===== config.mk =====
export PLATFORM = sky130hd
export DESIGN_NAME = median_gated_outlier_check
export DESIGN_NICKNAME = d
export VERILOG_FILES = /design/src/rtl/mgoc_pkg.sv /design/src/rtl/median_gated_outlier_check.sv /design/src/rtl/mgoc_ring.sv
export SDC_FILE = /design/constraint.sdc
export NUM_CORES = 1
export LEC_CHECK = 0
export BUFFER_PORTS_ARGS = -buffer_cell sky130_fd_sc_hd__buf_2
export CORE_MARGIN = 2
export CORE_UTILIZATION = 30
export DETAILED_ROUTE_END_ITERATION = 16
export PLACE_DENSITY = 0.58
export SYNTH_ARGS = -nofsm -noshare
export SYNTH_HDL_FRONTEND = slang
export SYNTH_HIERARCHICAL = 1
export SYNTH_SLANG_ARGS = --single-unit
export TNS_END_PERCENT = 30

===== constraint.sdc =====
create_clock -name clk_i -period 5.83 [get_ports clk_i]
set_input_delay 1.166 -clock clk_i [delete_from_list [all_inputs] [get_ports clk_i]]
set_output_delay 1.166 -clock clk_i [all_outputs]
set_load 0.05 [all_outputs]

===== src/rtl/mgoc_pkg.sv =====
// Package: shared constants and types of the median-gated outlier check.
`default_nettype none
package mgoc_pkg;

  localparam int unsigned DEPTH  = 8;
  localparam int unsigned DATA_W = 32;
  localparam int unsigned ADDR_W = (DEPTH > 1) ? $clog2(DEPTH) : 1;
  localparam int unsigned BAL_W  = $clog2(DEPTH) + 1;
  localparam int unsigned ZC_W   = $clog2(DEPTH + 1);
  localparam int unsigned CFG_W  = 2;
  localparam int unsigned DIFF_W = 31;

  localparam logic [CFG_W-1:0] CFG_MAX_VALID      = 2'd0;
  localparam logic [CFG_W-1:0] CFG_MIN_VALID      = 2'd1;
  localparam logic [CFG_W-1:0] CFG_MAX_DIFFERENCE = 2'd2;

  typedef struct packed {
    logic              we;
    logic [ADDR_W-1:0] waddr;
    logic [DATA_W-1:0] wdata;
    logic [ADDR_W-1:0] raddr;
  } ring_req_t;

endpackage
`default_nettype wire


===== src/rtl/median_gated_outlier_check.sv =====
// Top level: sliding-window median outlier check over a ring of samples.
// ----------------------------------------------------------------------------
// Usage:
//   Input channel (in_valid_i / in_ready_o, sample_i) carries one signed
//   Q16.16 sample per transaction. Output channel (out_valid_o / out_ready_i)
//   carries valid_res_o, median_o and filled_o, exactly one transaction per
//   input transaction, in order.
//   Each sample is written into a DEPTH-entry ring memory. An in-range sample
//   triggers a rank pass: for every slot the pivot is read, then all DEPTH
//   slots are streamed past it through the single read port, one per cycle.
//   The block takes no new sample during that pass, and a new sample is
//   taken in the cycle after the result is loaded. An out-of-range sample
//   skips the pass and goes straight to the check state that loads its result.
//   A result sits in an output register; if the receiver stalls, it holds
//   there and the block waits before loading the next one. The next sample
//   may be accepted while a result still waits.
//   Reset clears the ring (through per-entry valid bits, no clearing pass),
//   the write slot, the filled flag and the stored median, and restores the
//   configuration registers. Write configuration only while idle.
// ----------------------------------------------------------------------------
`default_nettype none
module median_gated_outlier_check import mgoc_pkg::*; (
  input  wire logic                     clk_i,
  input  wire logic                     rst_ni,
  // configuration write port
  input  wire logic                     cfg_we_i,
  input  wire logic        [CFG_W-1:0]  cfg_idx_i,
  input  wire logic        [DATA_W-1:0] cfg_data_i,
  // input channel
  input  wire logic                     in_valid_i,
  output logic                          in_ready_o,
  input  wire logic signed [DATA_W-1:0] sample_i,
  // output channel
  output logic                          out_valid_o,
  input  wire logic                     out_ready_i,
  output logic                          valid_res_o,
  output logic signed      [DATA_W-1:0] median_o,
  output logic                          filled_o
);

  typedef enum logic [2:0] {
    S_IDLE,
    S_PIV,
    S_CMP,
    S_DRAIN,
    S_FIN,
    S_CHK
  } state_e;

  // Configuration registers.
  logic signed [DATA_W-1:0] max_valid_q;
  logic signed [DATA_W-1:0] min_valid_q;
  logic        [DIFF_W-1:0] max_diff_q;

  always_ff @(posedge clk_i or negedge rst_ni) begin
    if (!rst_ni) begin
      max_valid_q <= {1'b0, {(DATA_W-1){1'b1}}};
      min_valid_q <= {1'b1, {(DATA_W-1){1'b0}}};
      max_diff_q  <= '1;
    end else if (cfg_we_i) begin
      unique case (cfg_idx_i)
        CFG_MAX_VALID:      max_valid_q <= cfg_data_i;
        CFG_MIN_VALID:      min_valid_q <= cfg_data_i;
        CFG_MAX_DIFFERENCE: max_diff_q  <= cfg_data_i[DIFF_W-1:0];
        default: ; // drop writes beyond the register list
      endcase
    end
  end

  state_e                   state_q;
  logic        [ADDR_W-1:0] slot_q;     // next ring write slot
  logic                     full_q;     // ring has wrapped
  logic signed [DATA_W-1:0] held_q;     // stored median
  logic signed [DATA_W-1:0] samp_q;     // sample under work
  logic                     rng_ok_q;   // sample inside [min, max]
  logic        [ADDR_W-1:0] i_q;        // pivot slot
  logic        [ADDR_W-1:0] j_q;        // compared slot
  // Read tags: what the data returning next cycle is.
  logic                     rk_piv_q;
  logic                     rk_cmp_q;
  logic                     rk_last_q;
  logic signed [DATA_W-1:0] piv_q;
  logic signed [BAL_W-1:0]  bal_q;
  logic        [BAL_W-1:0]  best_q;     // smallest balance magnitude so far
  logic signed [DATA_W-1:0] best_val_q;
  logic        [ZC_W-1:0]   zc_q;       // zero entries seen
  // Output register.
  logic                     ovld_q;
  logic                     ores_q;
  logic signed [DATA_W-1:0] omed_q;
  logic                     ofill_q;

  ring_req_t                ring_req;
  logic signed [DATA_W-1:0] rdata;
  logic                     in_acc;
  logic                     in_range;
  logic signed [BAL_W-1:0]  bal_d;
  logic        [BAL_W-1:0]  mag;
  logic signed [DATA_W:0]   diff;
  logic        [DATA_W:0]   adiff;
  logic                     close;
  logic                     oslot_free;
  logic                     oload;

  mgoc_ring u_ring (
    .clk_i   (clk_i),
    .rst_ni  (rst_ni),
    .req_i   (ring_req),
    .rdata_o (rdata)
  );

  assign in_ready_o = (state_q == S_IDLE);
  assign in_acc     = in_valid_i && in_ready_o;
  assign in_range   = !((sample_i > max_valid_q) || (sample_i < min_valid_q));
  assign oslot_free = !ovld_q || out_ready_i;
  assign oload      = (state_q == S_CHK) && oslot_free;

  // Ring access: write on acceptance, read pivot or compared slot.
  always_comb begin
    ring_req.we    = in_acc;
    ring_req.waddr = slot_q;
    ring_req.wdata = sample_i;
    ring_req.raddr = (state_q == S_PIV) ? i_q : j_q;
  end

  // Rank balance: +1 when pivot is larger, -1 when smaller. Self compare adds 0.
  always_comb begin
    bal_d = bal_q;
    if (piv_q > rdata) begin
      bal_d = bal_q + BAL_W'(1);
    end else if (piv_q < rdata) begin
      bal_d = bal_q - BAL_W'(1);
    end
    mag = (bal_d < 0) ? BAL_W'(-bal_d) : BAL_W'(bal_d);
  end

  // Distance check against the held median.
  assign diff  = {samp_q[DATA_W-1], samp_q} - {held_q[DATA_W-1], held_q};
  assign adiff = diff[DATA_W] ? (DATA_W+1)'(-diff) : diff;
  assign close = (adiff <= {{(DATA_W+1-DIFF_W){1'b0}}, max_diff_q});

  always_ff @(posedge clk_i or negedge rst_ni) begin
    if (!rst_ni) begin
      state_q    <= S_IDLE;
      slot_q     <= '0;
      full_q     <= 1'b0;
      held_q     <= '0;
      samp_q     <= '0;
      rng_ok_q   <= 1'b0;
      i_q        <= '0;
      j_q        <= '0;
      rk_piv_q   <= 1'b0;
      rk_cmp_q   <= 1'b0;
      rk_last_q  <= 1'b0;
      piv_q      <= '0;
      bal_q      <= '0;
      best_q     <= '0;
      best_val_q <= '0;
      zc_q       <= '0;
      ovld_q     <= 1'b0;
      ores_q     <= 1'b0;
      omed_q     <= '0;
      ofill_q    <= 1'b0;
    end else begin
      // Load a new result, or retire the waiting one.
      if (oload) begin
        ovld_q <= 1'b1;
      end else if (ovld_q && out_ready_i) begin
        ovld_q <= 1'b0;
      end

      // Tag the read issued this cycle.
      rk_piv_q  <= (state_q == S_PIV);
      rk_cmp_q  <= (state_q == S_CMP);
      rk_last_q <= (state_q == S_CMP) && (j_q == ADDR_W'(DEPTH - 1));

      // Consume returning read data by its tag.
      if (rk_piv_q) begin
        piv_q <= rdata;
        bal_q <= '0;
        if (rdata == '0) begin
          zc_q <= zc_q + ZC_W'(1);
        end
      end
      if (rk_cmp_q) begin
        bal_q <= bal_d;
        if (rk_last_q && (piv_q != '0) && (mag < best_q)) begin
          best_q     <= mag;
          best_val_q <= piv_q;
        end
      end

      unique case (state_q)
        S_IDLE: begin
          if (in_acc) begin
            samp_q   <= sample_i;
            rng_ok_q <= in_range;
            if (slot_q == ADDR_W'(DEPTH - 1)) begin
              slot_q <= '0;
              full_q <= 1'b1;
            end else begin
              slot_q <= slot_q + ADDR_W'(1);
            end
            i_q    <= '0;
            j_q    <= '0;
            zc_q   <= '0;
            best_q <= BAL_W'(DEPTH);
            state_q <= in_range ? S_PIV : S_CHK;
          end
        end
        S_PIV: begin
          j_q      <= '0;
          state_q  <= S_CMP;
        end
        S_CMP: begin
          if (j_q == ADDR_W'(DEPTH - 1)) begin
            if (i_q == ADDR_W'(DEPTH - 1)) begin
              state_q <= S_DRAIN;
            end else begin
              i_q     <= i_q + ADDR_W'(1);
              state_q <= S_PIV;
            end
          end else begin
            j_q <= j_q + ADDR_W'(1);
          end
        end
        S_DRAIN: begin
          // last compare is consumed this cycle
          state_q <= S_FIN;
        end
        S_FIN: begin
          held_q  <= (zc_q >= ZC_W'(DEPTH / 2)) ? '0 : best_val_q;
          state_q <= S_CHK;
        end
        S_CHK: begin
          // Load the result once the output register is free.
          if (oslot_free) begin
            ores_q  <= rng_ok_q && close;
            omed_q  <= held_q;
            ofill_q <= full_q;
            state_q <= S_IDLE;
          end
        end
        default: state_q <= S_IDLE;
      endcase
    end
  end

  assign out_valid_o = ovld_q;
  assign valid_res_o = ores_q;
  assign median_o    = omed_q;
  assign filled_o    = ofill_q;

endmodule
`default_nettype wire


===== src/rtl/mgoc_ring.sv =====
// Sample ring: synchronous memory with registered read and per-entry valid bits.
`default_nettype none
module mgoc_ring import mgoc_pkg::*; (
  input  wire logic              clk_i,
  input  wire logic              rst_ni,
  input  wire ring_req_t         req_i,
  output logic      [DATA_W-1:0] rdata_o
);

  logic [DATA_W-1:0] mem [DEPTH];
  logic [DEPTH-1:0]  vld_q;
  logic [DATA_W-1:0] rd_q;
  logic              rd_vld_q;

  // Write port and registered read data.
  always_ff @(posedge clk_i) begin
    if (req_i.we) begin
      mem[req_i.waddr] <= req_i.wdata;
    end
    rd_q <= mem[req_i.raddr];
  end

  // Entries never written read as zero.
  always_ff @(posedge clk_i or negedge rst_ni) begin
    if (!rst_ni) begin
      vld_q    <= '0;
      rd_vld_q <= 1'b0;
    end else begin
      if (req_i.we) begin
        vld_q[req_i.waddr] <= 1'b1;
      end
      rd_vld_q <= vld_q[req_i.raddr];
    end
  end

  assign rdata_o = rd_vld_q ? rd_q : '0;

endmodule
`default_nettype wire

==> flow_metrics.tcl <==
set metrics [dict create \
    ys_seq_area_frac 0.557 \
    area_delta_synth_final_pct 15.6 \
    critPathSlowestCell "dfrtp_1" \
    avgSynthCellArea_sq_um 12.5 \
    synth_top_area_cell "edfxtp_1" \
    cts.clk_slew.worst_paths_ns 0.06 \
    clkLatencyLatePin_ns 0.62 \
    hold_violations 0 \
    antenna_left 0 \
    cts_sinks 584 \
    yosys.area_share.simple 0.0941 \
    min_path_type "reg2reg" \
    r2r_cells 22 \
    synth_top_family_by_area "multiplexers" \
    ys_async_sr_fraction 0.507 \
    die_h_um 312 \
    synth_fp_nets 2523 \
    num_vias 18000 \
    root_buffer "clkbuf_16" \
    post-dp-hpwl_um 54300 \
    relSlewSlack 0.342 \
    post-route-period-util 0.941 \
    tightestPinTransition_ns 0.988 \
    final_net_count 2661 \
    ir_drop_uv 225 \
    synth_edf_count 256 \
    first_pass_iters 5 \
    coreArea_sq_um 93600 \
    path_common_cell "a21oi_1" \
    p_per_area_nw_per_um2 505 \
    place.gp.congestion 0.903 \
    outcome "completed" \
    drive_gt1_frac 0.251 \
    yosys-top-cells-area "edfxtp_1 27%, dfrtp_1 21%, mux2_2 7.7%, ha_1 7.6%, dfstp_2 5.8%" \
    fmax_mhz 182 \
    synth_ff_type "edfxtp_1" \
    crit_required_ns 6.37 \
    synth-adder-area-share 0.0765 \
    htree_levels 3 \
    routedWlPerCell_um 20.5 \
    numPortBuffers 106 \
    slowest_delay_ns 0.48 \
    path_max_fanout 21 \
    crit_path_start_kind "flip-flop" \
    post-place-ws_ns 0.111 \
    die_area_sq_um 97100 \
    synth_cells 2279 \
    clock_skew_ns 0.0221 \
    fin_ws_ns 0.341 \
    numCtsBuffers 68 \
    cts_hold_buffers 0 \
    synth_most_common_cell "nand2_1" \
    ys_ff_latch 584 \
    hold_depth 1 \
    io_pins 107 \
    yosysUniqueCellTypes 87 \
    path_cells "ha_1 -> a21oi_1 -> o21ai_1 -> nor3_1 -> o21bai_1 -> a21oi_1 -> nor3_1 -> o21a_1 -> o311ai_2 -> buf_4 -> o21ai_0 -> xnor2_1 -> ha_1 -> a21o_1 -> a21o_1 -> a21oi_1 -> o2111ai_1 -> a2111oi_1 -> o211a_1 -> nand2b_1 -> or4b_1 -> nand3_1" \
    maxSlewViolCount 0 \
    layout_min_cycle_time_ns 5.49 \
    synth_area_sq_um 28400 \
    first_global_vias 17900 \
    synth_compound_area_frac 0.0801 \
    critPathKind "reg2reg" \
    cap_violations 0 \
    crit_arrival_ns 6.03 \
    leakagePower_nw 13.5 \
    vias_per_cell 4.84 \
    tritoncts "built" \
    rows 112 \
    cp-end-kind "flip-flop" \
    antenna_found_initial 4 \
    grt-ovfl-total 0 \
    cts_buffer_depth 3 \
    grt_max_degree 128 \
    grt_usage 0.158 \
    diodes 0 \
    start_util 0.303 \
    synth_xor_area_frac 0.0194 \
    tns_ns 0 \
    ys.warnings.count 6 \
    synthMuxAreaShare 0.133 \
    die_x_um 312 \
    rsz0062_at_grt "true" \
    setup_viol 0 \
    post-route-util 0.351 \
    routed_wl_um 76300 \
    drc 0 \
    synth_common_cells "271 x nand2_1, 256 x edfxtp_1, 233 x dfrtp_1" \
    drt_iter0_markers 1318 \
    grt_pass1_wl_um 116000 \
    synth_top_area_frac 0.271 \
]
layout by cell type (no fill, tap or decap), types with 60 or more instances in the layout:
master | synthesis | final
nand2_1 | 271 | 270
edfxtp_1 | 256 | 256
dfrtp_1 | 233 | 233
mux2_2 | 194 | 193
inv_1 | 190 | 190
ha_1 | 172 | 171
o21ai_0 | 123 | 120
buf_2 | 14 | 105
a21oi_1 | 77 | 76
clkbuf_16 | 0 | 68
dfstp_2 | 63 | 63
mux4_2 | 60 | 60
final cells by class:
cell class,count,area [sq um]
flip-flops and latches,584,15800
fillers,9265,60800
repair buffers,155,953
multi-input cells,1417,11600
well taps,1254,1570
clock buffers,94,1840
clock inverters,30,279
inverters,191,717
cells by family after synthesis:
| kind of cell | after synthesis |
|---|---|
| multiplexers | 269 |
| adder cells (fa/ha/maj) | 173 |
| AND/OR/NAND/NOR | 552 |
| AO/OA/AOI/OAI | 361 |
| XOR/XNOR | 62 |
| buffers and inverters | 278 |
| flip-flops | 584 |
power by group:
group          switching (W)  internal [W]
clock network        0.00173       0.00232
logic                0.00397       0.00300
registers           0.000556       0.00501
total                0.00626        0.0103
path summary, 6_finish.rpt:
kind                                             start                     endpoint  slack (ns)
setup / recovery                samp_q[19]$_DFFE_PN0P_      valid_res_o$_DFFE_PN0P_        0.34
hold / removal             u_ring/vld_q[0]$_DFFE_PN0P_  u_ring/vld_q[0]$_DFFE_PN0P_        0.47
setup reg to reg                samp_q[19]$_DFFE_PN0P_      valid_res_o$_DFFE_PN0P_        0.34
hold reg to reg            u_ring/vld_q[0]$_DFFE_PN0P_  u_ring/vld_q[0]$_DFFE_PN0P_        0.47
max in group asynchronous                       rst_ni      valid_res_o$_DFFE_PN0P_        4.00
min in group asynchronous                       rst_ni      out_valid_o$_DFFE_PN0P_        0.52
routing by layer:
metal / GRT usage / vias to the layer above / wire length, um
li1: - / 8535 / -
met5: 0 / - / 11
met3: 0.0214 / 81 / 3790
met1: 0.228 / 9012 / 36100
met2: 0.248 / 400 / 35000
met4: 0.0411 / 2 / 1370
stage by stage:
stage               instances  hold slack [ns]  area, sq um  power (W)
detailed placement       3600            0.455        30600     0.0124
finish                   3725            0.471        32800     0.0166
global placement         3600            0.447        30600     0.0124
global route             3725            0.495        32800     0.0178
floorplan                2279            0.422        28400     0.0105
CTS                      3724            0.468        32700     0.0166
state kept, by name, summed over array words and instances (netlist names), 4 cells and up:
signal,count
median_o,32
u_ring/vld_q,8
held_q,32
best_val_q,32
min_valid_q,32
u_ring/mem,256
samp_q,32
best_q,4
zc_q,4
max_valid_q,32
max_diff_q,31
u_ring/rd_q,32
piv_q,32
bal_q,4
repair_timing:
action / 4_1_cts / 5_1_grt
setup endpoints to repair: 0 / 37
buffers inserted: 0 / 1
resized for setup: 0 / 19
worst max-delay path, delay by kind of cell (launching register included):
kind	cells	cell delay [ns]
buffers and inverters	1	0.29
flip-flops	1	0.48
AND/OR/NAND/NOR	5	0.91
AO/OA/AOI/OAI	13	2.91
adder cells (fa/ha/maj)	2	0.61
XOR/XNOR	1	0.21
(Power assumes the default switching activity.)
